$ cat src/sv/nfsm_pkg.sv
`default_nettype none
// ----------------------------------------------------------------------------
// NOR flash store package
// Shared sizes, field widths, codes and the command and status bundles that
// join the controller to the datapath.
// ----------------------------------------------------------------------------
package nfsm_pkg;

  // Storage sizes
  localparam int unsigned MEM_BYTES = 65536;
  localparam int unsigned MAX_RUN   = 256;

  localparam int unsigned MEM_AW = $clog2(MEM_BYTES);
  localparam int unsigned IDX_W  = $clog2(MEM_BYTES + 1);
  localparam int unsigned RUN_CW = $clog2(MAX_RUN + 1);
  localparam int unsigned RUN_AW = (MAX_RUN > 1) ? $clog2(MAX_RUN) : 1;

  // Field widths
  localparam int unsigned OPC_W     = 2;
  localparam int unsigned ADDR_W    = 16;
  localparam int unsigned DATA_W    = 8;
  localparam int unsigned LEN_W     = 17;
  localparam int unsigned STAT_W    = 3;
  localparam int unsigned CFG_W     = 17;
  localparam int unsigned CFG_IDX_W = 1;
  localparam int unsigned SUM_W     = LEN_W + 1;

  // Opcodes
  localparam logic [OPC_W-1:0] OP_PROGRAM = 2'd0;
  localparam logic [OPC_W-1:0] OP_ERASE   = 2'd1;
  localparam logic [OPC_W-1:0] OP_READ    = 2'd2;

  // Configuration register indexes
  localparam logic [CFG_IDX_W-1:0] CFG_PARTITION = 1'b0;
  localparam logic [CFG_IDX_W-1:0] CFG_SECTOR    = 1'b1;

  // Reset values of the configuration registers
  localparam logic [CFG_W-1:0] PARTITION_RST = 17'd65536;
  localparam logic [CFG_W-1:0] SECTOR_RST    = 17'd4096;

  localparam logic [DATA_W-1:0] ERASED_BYTE = 8'hFF;

  typedef enum logic [STAT_W-1:0] {
    ST_OK         = 3'd0,
    ST_RANGE      = 3'd1,
    ST_SETS_BIT   = 3'd2,
    ST_MISALIGNED = 3'd3,
    ST_TOO_LONG   = 3'd4
  } status_e;

  // Which base address the memory walk adds its index to
  typedef enum logic [1:0] {
    BASE_ZERO,
    BASE_RUN,
    BASE_ITEM
  } base_sel_e;

  typedef struct packed {
    logic      capture;
    logic      idx_clr;
    logic      idx_inc;
    base_sel_e base_sel;
    logic      fl_rd;
    logic      fl_wr;
    logic      fl_wr_ones;
    logic      buf_rd;
    logic      div_start;
    logic      div_len;
    logic      run_clr;
    logic      res_load;
    status_e   res_status;
    logic      res_data;
  } cmd_t;

  typedef struct packed {
    logic clr_end;
    logic run_end;
    logic er_end;
    logic run_ovf;
    logic run_range_bad;
    logic er_range_bad;
    logic rd_range_bad;
    logic sec_zero;
    logic div_busy;
    logic rem_nz;
    logic mismatch;
    logic out_busy;
  } sts_t;

endpackage
`default_nettype wire

$ cat src/sv/nfsm_ctrl.sv
`default_nettype none
// ----------------------------------------------------------------------------
// NOR flash store controller
// Sequences the clearing pass, run verify and commit, erase and read.
// ----------------------------------------------------------------------------
module nfsm_ctrl (
  input  wire logic                         clk_i,
  input  wire logic                         rst_ni,
  input  wire logic                         in_valid_i,
  input  wire logic [nfsm_pkg::OPC_W-1:0]   in_opcode_i,
  input  wire logic                         in_last_i,
  output logic                              in_ready_o,
  input  wire nfsm_pkg::sts_t               sts_i,
  output nfsm_pkg::cmd_t                    cmd_o
);

  typedef enum logic [3:0] {
    S_CLEAR,
    S_IDLE,
    S_PROG_CHK,
    S_VER_RD,
    S_VER_CMP,
    S_COM_RD,
    S_COM_WR,
    S_DIV_START,
    S_DIV_START_WAIT,
    S_DIV_LEN_WAIT,
    S_ER_WR,
    S_RD_RD,
    S_RD_DONE,
    S_RESP
  } state_e;

  state_e             state_q, state_d;
  nfsm_pkg::status_e  res_code_q, res_code_d;
  logic               res_data_q, res_data_d;

  always_ff @(posedge clk_i or negedge rst_ni) begin
    if (!rst_ni) begin
      state_q    <= S_CLEAR;
      res_code_q <= nfsm_pkg::ST_OK;
      res_data_q <= 1'b0;
    end else begin
      state_q    <= state_d;
      res_code_q <= res_code_d;
      res_data_q <= res_data_d;
    end
  end

  always_comb begin
    state_d    = state_q;
    res_code_d = res_code_q;
    res_data_d = res_data_q;
    in_ready_o = 1'b0;
    cmd_o      = '0;
    cmd_o.res_status = res_code_q;
    cmd_o.res_data   = res_data_q;

    case (state_q)
      S_CLEAR: begin
        cmd_o.base_sel   = nfsm_pkg::BASE_ZERO;
        cmd_o.fl_wr      = 1'b1;
        cmd_o.fl_wr_ones = 1'b1;
        cmd_o.idx_inc    = 1'b1;
        if (sts_i.clr_end) begin
          state_d = S_IDLE;
        end
      end

      S_IDLE: begin
        in_ready_o    = 1'b1;
        cmd_o.capture = in_valid_i;
        res_data_d    = 1'b0;
        if (in_valid_i) begin
          if (in_opcode_i == nfsm_pkg::OP_PROGRAM) begin
            if (in_last_i) begin
              state_d = S_PROG_CHK;
            end
          end else if (in_opcode_i == nfsm_pkg::OP_ERASE) begin
            state_d = S_DIV_START;
          end else if (in_opcode_i == nfsm_pkg::OP_READ) begin
            state_d = S_RD_RD;
          end
        end
      end

      S_PROG_CHK: begin
        if (sts_i.run_ovf) begin
          res_code_d    = nfsm_pkg::ST_TOO_LONG;
          cmd_o.run_clr = 1'b1;
          state_d       = S_RESP;
        end else if (sts_i.run_range_bad) begin
          res_code_d    = nfsm_pkg::ST_RANGE;
          cmd_o.run_clr = 1'b1;
          state_d       = S_RESP;
        end else begin
          state_d = S_VER_RD;
        end
      end

      S_VER_RD: begin
        cmd_o.base_sel = nfsm_pkg::BASE_RUN;
        if (sts_i.run_end) begin
          cmd_o.idx_clr = 1'b1;
          state_d       = S_COM_RD;
        end else begin
          cmd_o.fl_rd  = 1'b1;
          cmd_o.buf_rd = 1'b1;
          state_d      = S_VER_CMP;
        end
      end

      S_VER_CMP: begin
        if (sts_i.mismatch) begin
          res_code_d    = nfsm_pkg::ST_SETS_BIT;
          cmd_o.run_clr = 1'b1;
          state_d       = S_RESP;
        end else begin
          cmd_o.idx_inc = 1'b1;
          state_d       = S_VER_RD;
        end
      end

      S_COM_RD: begin
        if (sts_i.run_end) begin
          res_code_d    = nfsm_pkg::ST_OK;
          cmd_o.run_clr = 1'b1;
          state_d       = S_RESP;
        end else begin
          cmd_o.buf_rd = 1'b1;
          state_d      = S_COM_WR;
        end
      end

      S_COM_WR: begin
        cmd_o.base_sel = nfsm_pkg::BASE_RUN;
        cmd_o.fl_wr    = 1'b1;
        cmd_o.idx_inc  = 1'b1;
        state_d        = S_COM_RD;
      end

      S_DIV_START: begin
        if (sts_i.sec_zero) begin
          res_code_d = nfsm_pkg::ST_MISALIGNED;
          state_d    = S_RESP;
        end else begin
          cmd_o.div_start = 1'b1;
          state_d         = S_DIV_START_WAIT;
        end
      end

      S_DIV_START_WAIT: begin
        if (!sts_i.div_busy) begin
          if (sts_i.rem_nz) begin
            res_code_d = nfsm_pkg::ST_MISALIGNED;
            state_d    = S_RESP;
          end else begin
            cmd_o.div_start = 1'b1;
            cmd_o.div_len   = 1'b1;
            state_d         = S_DIV_LEN_WAIT;
          end
        end
      end

      S_DIV_LEN_WAIT: begin
        if (!sts_i.div_busy) begin
          if (sts_i.rem_nz) begin
            res_code_d = nfsm_pkg::ST_MISALIGNED;
            state_d    = S_RESP;
          end else if (sts_i.er_range_bad) begin
            res_code_d = nfsm_pkg::ST_RANGE;
            state_d    = S_RESP;
          end else begin
            state_d = S_ER_WR;
          end
        end
      end

      S_ER_WR: begin
        if (sts_i.er_end) begin
          res_code_d = nfsm_pkg::ST_OK;
          state_d    = S_RESP;
        end else begin
          cmd_o.base_sel   = nfsm_pkg::BASE_ITEM;
          cmd_o.fl_wr      = 1'b1;
          cmd_o.fl_wr_ones = 1'b1;
          cmd_o.idx_inc    = 1'b1;
        end
      end

      S_RD_RD: begin
        if (sts_i.rd_range_bad) begin
          res_code_d = nfsm_pkg::ST_RANGE;
          state_d    = S_RESP;
        end else begin
          cmd_o.base_sel = nfsm_pkg::BASE_ITEM;
          cmd_o.fl_rd    = 1'b1;
          state_d        = S_RD_DONE;
        end
      end

      S_RD_DONE: begin
        res_code_d = nfsm_pkg::ST_OK;
        res_data_d = 1'b1;
        state_d    = S_RESP;
      end

      S_RESP: begin
        if (!sts_i.out_busy) begin
          cmd_o.res_load = 1'b1;
          state_d        = S_IDLE;
        end
      end

      default: begin
        state_d = S_IDLE;
      end
    endcase
  end

endmodule
`default_nettype wire

$ cat config.mk
export PLATFORM = sky130hd
export DESIGN_NAME = nfsm_ctrl
export DESIGN_NICKNAME = d
export VERILOG_FILES = /design/src/sv/nfsm_pkg.sv /design/src/sv/nfsm_ctrl.sv
export SDC_FILE = /design/constraint.sdc
export NUM_CORES = 1
export LEC_CHECK = 0
export BUFFER_PORTS_ARGS = -buffer_cell sky130_fd_sc_hd__buf_2
export CAP_MARGIN = 20
export CORE_ASPECT_RATIO = 0.5
export CORE_MARGIN = 3
export CORE_UTILIZATION = 38
export DETAILED_ROUTE_END_ITERATION = 8
export GPL_ROUTABILITY_DRIVEN = 0
export GPL_TIMING_DRIVEN = 1
export HOLD_SLACK_MARGIN = 0.15
export PLACE_DENSITY = 0.7
export SLEW_MARGIN = 5
export SYNTH_ARGS = -nofsm -noshare
export SYNTH_HDL_FRONTEND = slang
export SYNTH_SLANG_ARGS = --single-unit
$ cat constraint.sdc
create_clock -name clk_i -period 2.2 [get_ports clk_i]
set_input_delay 0.11 -clock clk_i [delete_from_list [all_inputs] [get_ports clk_i]]
set_output_delay 0.11 -clock clk_i [all_outputs]
set_load 0.005 [all_outputs]
==> impl.org <==
** Run status
- Run status :: completed

** Placement
- Port-buffer cells :: 35
- Summing all placed instances gives a cell area of 1230 um2.
- Detailed Place HPWL :: 2370 um

** Logic synthesis
- Post-synth design cell area :: 993 um2
- Share of flip-flops with an asynchronous set or reset :: 100%
- Of all cell types, the one taking the most synthesized area is dfrtp_1.
- Gate count of the mapped netlist :: 140
- Post-synth top area share :: 20.2%
- Top cell types by occurrence after synthesis :: nor2_1 (15), a21oi_1 (12), nor2b_1 (10)
- By area the synthesized netlist is led by dfrtp_1 (20%), nor2b_1 (6.3%), a21oi_1 (6.0%).
- Among all flip-flop cells after synthesis, the most frequent one is dfrtp_1.
- After synthesis, the mean cell area works out to 7.10 um2.
- During synthesis, Yosys emitted a total of 0 warnings.
- In this run, synthesis produced a sequential element count of 8.
- Yosys mapped a number of flops with a built-in enable equal to 0.
- The number of nets handed over by synthesis was 158.
- Top-count cell post-synth :: nor2_1
- Sequential cells were found to cover 20.2% of the synthesized design area.
- Distinct cell type count after synthesis :: 42

** Timing
- The worst path uses 91.4% of the clock period.
- Post-Route Skew :: 0.00324 ns
- The number of hold-slack violations in the final timing report came to 0.
- RSZ-0062 raised after global routing :: false
- Fin Setup TNS :: 0 ns
- The worst path needs 2.01 ns of the cycle, external delays included.
- Slew margin rel. :: 69.9%
- Total count of max-transition violations in the final report :: 0
- For the pin with the worst max-slew slack, the measured transition is 0.440 ns.
- Fmax :: 498 MHz
- Final setup violation count :: 0
- Across all hold checks on the routed design, the worst slack comes to 0.228 ns.

** Critical path
- Worst-path fanout max :: 16
- At the worst endpoint, the required time is 2.33 ns.
- Kind of end point of the critical path :: flip-flop
- Crit path largest cell delay :: 0.45 ns
- Combined buffer and inverter count along the critical path :: 2
- At the worst endpoint, the arrival time is 2.14 ns.
- For this design, the slowest cell found on the critical path is dfrtp_2.
- The kind of cell with the highest combined delay along the critical path is compound AO/OA/AOI/OAI gates.
- The worst setup path is launched from a flip-flop.
- Cell chain of the critical path :: buf_4 -> inv_1 -> a22oi_1 -> o221ai_1 -> or3_1 -> o221ai_1
- Class of the most critical setup path :: flip-flop to flip-flop
- Most common cell on crit path :: o221ai_1

** Clock network
- Cell at the root of the clock tree :: clkbuf_8
- Post-CTS Setup Bufs :: 0
- Post-CTS clock slew at the launch and capture registers of the worst setup and hold paths :: 0.04 ns
- TritonCTS built the clock tree.
- Number of buffers added by the clock tree synthesis step :: 3
- Total number of clock tree sinks :: 8
- Bufs on Longest Clock Path :: 2
- In this run the number of H-tree levels came out at 1.
- At the later pin of the worst-skew pair, clock insertion delay measures 0.23 ns.

** Floorplanning
- Std-Cell Rows :: 12
- Area of the placeable core :: 2340 um2
- Once the floorplan was initialized, standard cells occupied 42.4% of the core.
- Area of the die :: 3300 um2
- Overall die height :: 42.2 um
- Die X :: 78.3 um
- During I/O placement, the number of pins put on the boundary was 36.

** Route
- The count of nets left with antenna violations once routing finished came out at 0.
- After detailed routing, the average wire length per cell comes to 14.2 um.
- Post-detailed-routing wire length :: 3020 um
- The first routing iteration left 57 violations.
- Using the TritonRoute via totals, the vias-per-cell ratio works out to 5.68.
- The pre-antenna-repair detailed-routing pass consisted of 4 iterations.
- For this block, the via count after detailed routing is 1204.
- Post-route DRC violation count :: 0

** Global route
- The initial antenna violation count is 0.
- After global routing the overflow that remains totals 0.
- Entering global routing, the biggest net connects 24 pins.
- Number of global-route vias before repair :: 1037
- The first global-routing pass estimated 4980 um of wire.
- Global routing used 18.7% of the available tracks.

** Layout
- Registers take 201 um2.
- ANT cells :: 0
- Number of nets in the layout :: 197
- Compared with the post-synthesis result, the final layout area differs by 30.2%.
- Of the cells placed in the final design, the portion with a size suffix greater than 1 is 29.4%.
- Area of the multi-input gates :: 717 um2
- The layout has 254 filler cells.
- After routing the design area is 1290 um2.

** Job
- The tool flagged a number of max-cap violations equal to 0.

** Power
- Psw :: 0.870 mW
- Leakage Power :: 0.588 nW
- Portion of total power attributed to combinational logic :: 73.1%
- Relative contribution of sequential cells to total power :: 17.3%
- Power after layout :: 1.80 mW
- VDD sags by at most 0.462 mV.
- Power Internal :: 0.931 mW
- Power Dens Cells :: 1390 nW/um2
- Clock Power Share :: 9.6%
- In this run switching power makes up 48.3% of total power.

** Hold path
- The tightest min-delay check is of the input port to flip-flop type.
## power groups by stage
stage               sequential [mW]  clock (mW)  combinational [mW]
floorplan                     0.256           0               0.953
global placement              0.299           0                1.29
detailed placement            0.309           0                1.29
CTS                           0.306       0.180                1.29
global route                  0.322       0.187                1.45
finish                        0.311       0.173                1.32
## per-stage QoR
stage / instances / util [%] / worst slack (ns)
global placement: 207 / 52.6 / 0.159
floorplan: 140 / - / 0.336
global route: 212 / 55.2 / 0.0459
finish: 212 / 55.2 / 0.190
CTS: 212 / 55.2 / 0.143
detailed placement: 207 / 52.6 / 0.147
## registers in the layout (all words and copies together) (netlist names)
name,flops
state_q,4
res_code_q,3
res_data_q,1
## final timing paths
path / start / endpoint / slack (ns) / cells past startpoint
min in group asynchronous: rst_ni / res_code_q[1] / 0.26 / 2
worst min register to register: res_code_q[1] / res_code_q[1] / 0.51 / 1
max in group asynchronous: rst_ni / state_q[0] / 1.76 / 2
worst max-delay path: state_q[0] / state_q[3] / 0.19 / 6
worst min-delay path: sts_i[8] / res_code_q[2] / 0.23 / 3
worst max register to register: state_q[0] / state_q[3] / 0.19 / 6
## worst register-to-register path: stages, from the launching register on
cell and delay (ns):
dfrtp_2 0.45, buf_4 0.23, inv_1 0.15, a22oi_1 0.24, o221ai_1 0.18, or3_1 0.45, o221ai_1 0.21
## layout make-up
type                       count  area share [%]
multi-input combinational    115            55.4
sequential                     8            15.6
timing repair buffer          45            20.7
inverter                       6            1.74
clock buffer                   3            3.19
tap                           35            3.38
## cells in the final DEF (no fill, tap or decap), drive strengths merged, types with 5 or more instances in the layout
cell / Yosys / routed
inv: 6 / 6
nor3: 9 / 9
nor2b: 10 / 10
nand2: 9 / 9
a21oi: 12 / 12
dfrtp: 8 / 8
buf: 8 / 43
nor2: 15 / 15
o21ai: 8 / 8
nand2b: 5 / 5
## kinds of logic (layout without fill, tap and decap cells)
family                 Yosys count  after routing  synth area share (%)
AO/OA/AOI/OAI                   45             45                  31.9
XOR/XNOR                         1              1                 0.882
multiplexers                     5              5                  6.05
buffers and inverters           17             54                  7.68
AND/OR/NAND/NOR                 64             64                  33.4
flip-flops                       8              8                  20.2
## repair_timing
item                       CTS  global route
hold endpoints to repair     9             0
resized for setup            0             1
setup endpoints to repair    0             3
hold buffers                 2             0
## per-layer routing
layer | vias up | track usage (%) | wire (um)
li1 | 592 | - | -
met5 | - | 0 | 0
met4 | 0 | 5.23 | 25
met3 | 2 | 3.22 | 286
met2 | 64 | 25.5 | 1250
met1 | 546 | 29.2 | 1460
Power figures use the tool's default switching activity.
